**config.mk**
```make
export PLATFORM = sky130hd
export DESIGN_NAME = json_string_unescaper_core
export DESIGN_NICKNAME = d
export VERILOG_FILES = /design/src/rtl/jsu_pkg.sv /design/src/rtl/json_string_unescaper_core.sv
export SDC_FILE = /design/constraint.sdc
export NUM_CORES = 1
export LEC_CHECK = 0
export ABC_AREA = 0
export BUFFER_PORTS_ARGS = -buffer_cell sky130_fd_sc_hd__buf_4
export CAP_MARGIN = 40
export CORE_UTILIZATION = 62
export CTS_BUF_LIST = sky130_fd_sc_hd__clkbuf_2 sky130_fd_sc_hd__clkbuf_4 sky130_fd_sc_hd__clkbuf_8
export DETAILED_ROUTE_END_ITERATION = 6
export PLACE_DENSITY = 0.88
export SYNTH_ARGS = -nofsm -noshare
export SYNTH_HDL_FRONTEND = slang
export SYNTH_SLANG_ARGS = --single-unit
```
**constraint.sdc**
```tcl
create_clock -name clk -period 2.89 [get_ports clk]
set_input_delay 0.289 -clock clk [delete_from_list [all_inputs] [get_ports clk]]
set_output_delay 0.289 -clock clk [all_outputs]
set_load 0.1 [all_outputs]
```
**src/rtl/jsu_pkg.sv**
```systemverilog
// shared types and constants for the json string unescaper
package jsu_pkg;

  // string parser phases; the unused code 7 behaves as idle
  typedef enum logic [2:0] {
    PH_IDLE = 3'd0,
    PH_BODY = 3'd1,
    PH_ESC  = 3'd2,
    PH_HEX1 = 3'd3,
    PH_HEX2 = 3'd4,
    PH_HEX3 = 3'd5,
    PH_HEX4 = 3'd6
  } phase_t;

  // result kinds carried on the output tuser
  typedef enum logic [1:0] {
    KIND_DATA = 2'd0,
    KIND_DONE = 2'd1,
    KIND_ERR  = 2'd2
  } kind_t;

  localparam int unsigned MaxResults = 3;
  localparam int unsigned CntW       = $clog2(MaxResults + 1);

  localparam logic [15:0] CODE_TWO_BYTE   = 16'h0080;
  localparam logic [15:0] CODE_THREE_BYTE = 16'h0800;
  localparam logic [7:0]  UTF8_LEAD2      = 8'hC0;
  localparam logic [7:0]  UTF8_LEAD3      = 8'hE0;
  localparam logic [7:0]  UTF8_CONT       = 8'h80;
  localparam logic [5:0]  UTF8_CONT_MASK  = 6'h3F;

  localparam logic [7:0] CH_QUOTE     = 8'h22;
  localparam logic [7:0] CH_BACKSLASH = 8'h5C;
  localparam logic [7:0] CH_U         = 8'h75;
  localparam logic [7:0] CH_QMARK     = 8'h3F;

endpackage

```
**src/rtl/json_string_unescaper_core.sv**
```systemverilog
// json string unescaper: parser state, result buffer and stream ports
//
// Takes text one byte per transfer and returns decoded string bytes, a
// string-complete marker or an error marker. Leading space, tab, CR and LF
// are skipped before the opening quote; escapes are decoded and \uXXXX is
// emitted as one to three UTF-8 bytes (surrogates are not combined). An
// input transfer with tlast set carries no byte and ends the text. Each
// input byte passes an input register and is decoded into a small result
// buffer of up to three entries, which drains one result per cycle while
// the output is ready; tlast on the output marks the final result caused
// by one input. The input takes one byte per cycle while the output is
// ready; a \u escape that yields two or three bytes holds the input while
// the result buffer drains.
module json_string_unescaper_core (
  input  logic       clk,
  input  logic       rst,
  input  logic       s_axis_tvalid,
  output logic       s_axis_tready,
  input  logic [7:0] s_axis_tdata,   // [7:0] text_byte
  input  logic       s_axis_tlast,   // text_ended
  output logic       m_axis_tvalid,
  input  logic       m_axis_tready,
  output logic [7:0] m_axis_tdata,   // [7:0] decoded_byte
  output logic [1:0] m_axis_tuser,   // [1:0] result_kind
  output logic       m_axis_tlast    // last_of_run
);

  // input register
  logic       in_valid;
  logic [7:0] in_byte;
  logic       in_end;

  // parser state
  jsu_pkg::phase_t phase, phase_next;
  logic [15:0]     code_accum, code_accum_next;
  logic            hex_bad, hex_bad_next;

  // result buffer, head at entry 0
  jsu_pkg::kind_t          out_kind [jsu_pkg::MaxResults];
  logic [7:0]              out_byte [jsu_pkg::MaxResults];
  logic [jsu_pkg::CntW-1:0] out_cnt;

  // results of the byte in the input register
  jsu_pkg::kind_t           res_kind [jsu_pkg::MaxResults];
  logic [7:0]               res_byte [jsu_pkg::MaxResults];
  logic [jsu_pkg::CntW-1:0] res_cnt;

  logic        pop;
  logic        out_free;
  logic        proc;
  logic        is_hex;
  logic [3:0]  nibble;
  logic [15:0] code;
  logic        is_space;

  // escape letter to character, unknown letters become '?'
  function automatic logic [7:0] escape_char(input logic [7:0] e);
    logic [7:0] r;
    case (e)
      8'h22:   r = 8'h22;
      8'h5C:   r = 8'h5C;
      8'h2F:   r = 8'h2F;
      8'h62:   r = 8'h08;
      8'h66:   r = 8'h0C;
      8'h6E:   r = 8'h0A;
      8'h72:   r = 8'h0D;
      8'h74:   r = 8'h09;
      default: r = jsu_pkg::CH_QMARK;
    endcase
    return r;
  endfunction

  // handshakes: the buffer must be empty by the end of this cycle to load
  assign pop      = m_axis_tvalid && m_axis_tready;
  assign out_free = (out_cnt == '0) || (out_cnt == jsu_pkg::CntW'(1) && pop);
  assign proc     = in_valid && out_free;
  assign s_axis_tready = !in_valid || proc;

  assign m_axis_tvalid = (out_cnt != '0);
  assign m_axis_tdata  = out_byte[0];
  assign m_axis_tuser  = out_kind[0];
  assign m_axis_tlast  = (out_cnt == jsu_pkg::CntW'(1));

  // hex digit value; a bad digit shifts in all ones
  always_comb begin
    is_hex = 1'b1;
    nibble = 4'hF;
    if (in_byte inside {[8'h30:8'h39]}) begin
      nibble = in_byte[3:0];
    end else if (in_byte inside {[8'h61:8'h66], [8'h41:8'h46]}) begin
      nibble = in_byte[3:0] + 4'd9;
    end else begin
      is_hex = 1'b0;
    end
  end

  assign code     = {code_accum[11:0], nibble};
  assign is_space = in_byte inside {8'h20, 8'h09, 8'h0D, 8'h0A};

  // next state
  always_comb begin
    phase_next      = phase;
    code_accum_next = code_accum;
    hex_bad_next    = hex_bad;
    if (in_end) begin
      phase_next      = jsu_pkg::PH_IDLE;
      code_accum_next = '0;
      hex_bad_next    = 1'b0;
    end else begin
      case (phase)
        jsu_pkg::PH_BODY: begin
          if (in_byte == jsu_pkg::CH_QUOTE) begin
            phase_next = jsu_pkg::PH_IDLE;
          end else if (in_byte == jsu_pkg::CH_BACKSLASH) begin
            phase_next = jsu_pkg::PH_ESC;
          end
        end
        jsu_pkg::PH_ESC: begin
          if (in_byte == jsu_pkg::CH_U) begin
            phase_next      = jsu_pkg::PH_HEX1;
            code_accum_next = '0;
            hex_bad_next    = 1'b0;
          end else begin
            phase_next = jsu_pkg::PH_BODY;
          end
        end
        jsu_pkg::PH_HEX1, jsu_pkg::PH_HEX2, jsu_pkg::PH_HEX3: begin
          code_accum_next = code;
          hex_bad_next    = hex_bad || !is_hex;
          case (phase)
            jsu_pkg::PH_HEX1: phase_next = jsu_pkg::PH_HEX2;
            jsu_pkg::PH_HEX2: phase_next = jsu_pkg::PH_HEX3;
            default:          phase_next = jsu_pkg::PH_HEX4;
          endcase
        end
        jsu_pkg::PH_HEX4: begin
          code_accum_next = '0;
          hex_bad_next    = 1'b0;
          phase_next      = (hex_bad || !is_hex) ? jsu_pkg::PH_IDLE : jsu_pkg::PH_BODY;
        end
        default: begin
          // idle, and the unused code
          if (in_byte == jsu_pkg::CH_QUOTE) begin
            phase_next = jsu_pkg::PH_BODY;
          end else begin
            phase_next = jsu_pkg::PH_IDLE;
          end
        end
      endcase
    end
  end

  // results
  always_comb begin
    res_cnt = '0;
    for (int i = 0; i < jsu_pkg::MaxResults; i++) begin
      res_kind[i] = jsu_pkg::KIND_DATA;
      res_byte[i] = '0;
    end
    if (in_end) begin
      res_cnt     = jsu_pkg::CntW'(1);
      res_kind[0] = (phase == jsu_pkg::PH_BODY) ? jsu_pkg::KIND_DONE : jsu_pkg::KIND_ERR;
    end else begin
      case (phase)
        jsu_pkg::PH_BODY: begin
          if (in_byte == jsu_pkg::CH_QUOTE) begin
            res_cnt     = jsu_pkg::CntW'(1);
            res_kind[0] = jsu_pkg::KIND_DONE;
          end else if (in_byte != jsu_pkg::CH_BACKSLASH) begin
            res_cnt     = jsu_pkg::CntW'(1);
            res_byte[0] = in_byte;
          end
        end
        jsu_pkg::PH_ESC: begin
          if (in_byte != jsu_pkg::CH_U) begin
            res_cnt     = jsu_pkg::CntW'(1);
            res_byte[0] = escape_char(in_byte);
          end
        end
        jsu_pkg::PH_HEX1, jsu_pkg::PH_HEX2, jsu_pkg::PH_HEX3: begin
          res_cnt = '0;
        end
        jsu_pkg::PH_HEX4: begin
          if (hex_bad || !is_hex) begin
            res_cnt     = jsu_pkg::CntW'(1);
            res_kind[0] = jsu_pkg::KIND_ERR;
          end else if (code < jsu_pkg::CODE_TWO_BYTE) begin
            res_cnt     = jsu_pkg::CntW'(1);
            res_byte[0] = code[7:0];
          end else if (code < jsu_pkg::CODE_THREE_BYTE) begin
            res_cnt     = jsu_pkg::CntW'(2);
            res_byte[0] = jsu_pkg::UTF8_LEAD2 | {3'b000, code[10:6]};
            res_byte[1] = jsu_pkg::UTF8_CONT | {2'b00, code[5:0] & jsu_pkg::UTF8_CONT_MASK};
          end else begin
            res_cnt     = jsu_pkg::CntW'(3);
            res_byte[0] = jsu_pkg::UTF8_LEAD3 | {4'b0000, code[15:12]};
            res_byte[1] = jsu_pkg::UTF8_CONT | {2'b00, code[11:6] & jsu_pkg::UTF8_CONT_MASK};
            res_byte[2] = jsu_pkg::UTF8_CONT | {2'b00, code[5:0] & jsu_pkg::UTF8_CONT_MASK};
          end
        end
        default: begin
          // idle: whitespace skipped, quote opens, anything else is an error
          if (!is_space && in_byte != jsu_pkg::CH_QUOTE) begin
            res_cnt     = jsu_pkg::CntW'(1);
            res_kind[0] = jsu_pkg::KIND_ERR;
          end
        end
      endcase
    end
  end

  // control registers
  always_ff @(posedge clk) begin
    if (rst) begin
      in_valid   <= 1'b0;
      out_cnt    <= '0;
      phase      <= jsu_pkg::PH_IDLE;
      code_accum <= '0;
      hex_bad    <= 1'b0;
    end else begin
      if (s_axis_tvalid && s_axis_tready) begin
        in_valid <= 1'b1;
      end else if (proc) begin
        in_valid <= 1'b0;
      end
      if (proc) begin
        out_cnt    <= res_cnt;
        phase      <= phase_next;
        code_accum <= code_accum_next;
        hex_bad    <= hex_bad_next;
      end else if (pop) begin
        out_cnt <= out_cnt - jsu_pkg::CntW'(1);
      end
    end
  end

  // payload registers
  always_ff @(posedge clk) begin
    if (s_axis_tvalid && s_axis_tready) begin
      in_byte <= s_axis_tdata;
      in_end  <= s_axis_tlast;
    end
    if (proc) begin
      for (int i = 0; i < jsu_pkg::MaxResults; i++) begin
        out_kind[i] <= res_kind[i];
        out_byte[i] <= res_byte[i];
      end
    end else if (pop) begin
      // shift the next result to the head
      for (int i = 0; i < jsu_pkg::MaxResults - 1; i++) begin
        out_kind[i] <= out_kind[i+1];
        out_byte[i] <= out_byte[i+1];
      end
    end
  end

endmodule

```
==> qor.yml <==
grt_max_degree: 21
die_h_um: 71.0
async_flop_share: 0
rsz0062_at_grt: "false"
synthCells: 310
start_util: 0.659
fin_cells: 378
drtPass1Iterations: 7
ctsHoldBuffers: 0
dp_hpwl_um: 5030
vdd_drop_max_uv: 529
slowest_stage: "nor4b_2"
worstMarginPinSlew_ps: 859
cts_buffer_depth: 2
clock_skew_ps: 12.4
die_x_um: 71.0
max_freq_ghz: 0.381
fin_crit_sh: 0.908
crit_fanout: 8
syn_to_final_growth_pct: 8.83
p_leak_uw: 0.00119
critical_path_class: "register to register"
ys_seq_area_frac: 0.465
min_to: "in_byte[3]"
drive_gt1_frac: 0.160
syn-cell-area_um2: 2950
wl_per_cell_um: 18.0
die_area_um2: 5030
routabilityCongestion: 1.05
cp-end-kind: "register"
stdcell_area_um2: 3210
synth.avg_cell_area_um2: 9.51
r2r_end: "out_byte[0][1]"
dp.cells: 370
synth_edf_count: 33
r2r_slack_ps: 270
fillers: 348
io_buffers: 25
antenna_found_initial: 0
finalNetCount: 344
hold_path.startpoint: "s_axis_tdata[3]"
dpl_cell_area_um2: 3120
drt-initial-drc-count: 265
hold_depth: 1
antenna_left: 0
routed_wl_um: 6820
num_rows: 24
maxCapViolCount: 0
cts_setup_buffers: 0
grt.overflow.total: 0
cts.repair.resized: 0
cts_tree: "done"
r2r-start: "in_byte[0]"
core_um2: 4470
cp.required_ps: 3060
clk_pin_slew_ps: 90
max_slew_margin: 0.424
start_kind: "register"
yosysWarnings: 0
ctsRootBufferMaster: "clkbuf_8"
finalHoldViolations: 0
power_density_nw_per_um2: 712
synth_seq_cells: 52
hold_path.class: "input pin to register"
startpoint: "in_byte[0]"
grt_usage: 0.288
clock_latency_ps: 310
clock_sinks: 52
period_needed_ps: 2620
drc: 3
fin_setup_tns_ps: 0
yosysUniqueCellTypes: 54
status: "finished, violations left"
setup_violations: 0
htreeDepth: 2
diodes: 0
grt_pass1_vias: 2232
via_per_inst: 6.69
drv_slew: 0
cts_buffers: 5
max_stage_delay_ps: 540
worstPathArrival_ps: 2790
ys.flop_type: "edfxtp_1"
dr_total_vias: 2530
io-pin-count: 26
violations: "design-rule violations"
crit_chain: "inv_1, ha_1, nor3b_1, nor4b_2, o21ai_1, nor3_1, nand2_1, nand4_1"
ff2ff_path_depth: 8
syn_nets: 329
grt_pass1_wl_um: 11000
final_cell_mix: "edfxtp_1 (33), buf_4 (33), nor2_1 (32)"
[stage by stage]
stage	hold WS, ps	util	total power (µW)	worst slack, ps
after floorplan	388	-	1730	28.2
after global placement	467	0.697	1860	443
after detailed placement	469	0.697	1880	312
after CTS	159	0.717	2280	290
after global routing	151	0.717	2370	73.4
final	159	0.717	2280	266
[cell type report]
type / instances / area, µm² / area share
Multi-Input combinational cell: 224 / 1400 / 0.437
Sequential cell: 52 / 1370 / 0.427
Timing Repair Buffer: 33 / 248 / 0.0772
Clock buffer: 7 / 83.8 / 0.0261
Tap cell: 52 / 65.1 / 0.0203
Inverter: 9 / 33.8 / 0.0105
Clock inverter: 1 / 5.00 / 0.00156
[worst max-delay path, delay by kind of cell (launching register included)]
family          cells  cell delay [ps]
compound gates      1              320
flops               1              470
simple gates        5             1210
buf+inv             1              170
fa+ha+maj           1              320
[worst max path at each step]
stage / end / slack, ps / cells past startpoint
6_report: out_byte[0][1] / 270 / 8
5_1_grt: out_byte[0][10] / 70 / 7
4_1_cts: out_byte[0][8] / 290 / 7
3_5_place_dp: out_byte[0][8] / 310 / 7
3_3_place_gp: out_byte[0][5] / 440 / 7
2_1_floorplan: in_byte[0] / 30 / 4
[cells in the mapped netlist (2+ instances only)]
library cell  count  area (µm²)
edfxtp_1         33         991
nor2_1           32         120
nand2_1          26        97.6
a21oi_1          22         110
dfxtp_1          19         380
a22oi_1          14         105
o21ai_0          14        70.1
clkbuf_1         13        48.8
inv_1             9        33.8
nand3_1           9        45.0
buf_4             8        60.1
nor2b_1           8        50.1
and2_1            7        43.8
nor3_1            7        35.0
ha_1              6        75.1
mux2i_1           6        60.1
o21ai_1           6        30.0
a211oi_1          4        30.0
nand4_1           4        25.0
nor4_1            4        25.0
o211ai_1          4        30.0
or3_1             4        25.0
and3b_1           3        26.3
nand2b_1          3        18.8
nand3b_1          3        22.5
nor3b_1           3        22.5
o21ai_2           3        26.3
a211o_1           2        17.5
a22o_1            2        17.5
and3_1            2        12.5
buf_2             2        10.0
buf_6             2        22.5
o2111ai_1         2        17.5
o221a_2           2        22.5
o22ai_1           2        12.5
o41ai_1           2        17.5
[sequential cells by signal, indices dropped and copies added, names as in the netlist]
| register | count |
|---|---|
| out_kind | 2 |
| code_accum | 12 |
| out_cnt | 2 |
| in_valid | 1 |
| out_byte | 22 |
| in_byte | 8 |
| phase | 3 |
| in_end | 1 |
| hex_bad | 1 |
[power by group]
group	total, µW	switching (µW)	internal (µW)
Combinational	869	674	194
Clock	407	218	189
Sequential	1010	66.0	941
[logic make-up after synthesis]
family / Yosys count / share of synthesized area
and+or+nand+nor: 119 / 0.208
AOI/OAI and AO/OA: 93 / 0.222
adders and majority gates: 6 / 0.0255
DFF: 52 / 0.465
muxes: 6 / 0.0204
buffers and inverters: 34 / 0.0594
[routing by layer]
layer	up-vias	GRT usage	routed length, µm
li1	1180	-	-
met1	1185	0.387	2870
met2	136	0.456	3160
met3	29	0.0513	586
met4	0	0.136	209
met5	-	0	0
(Power assumes the default switching activity.)
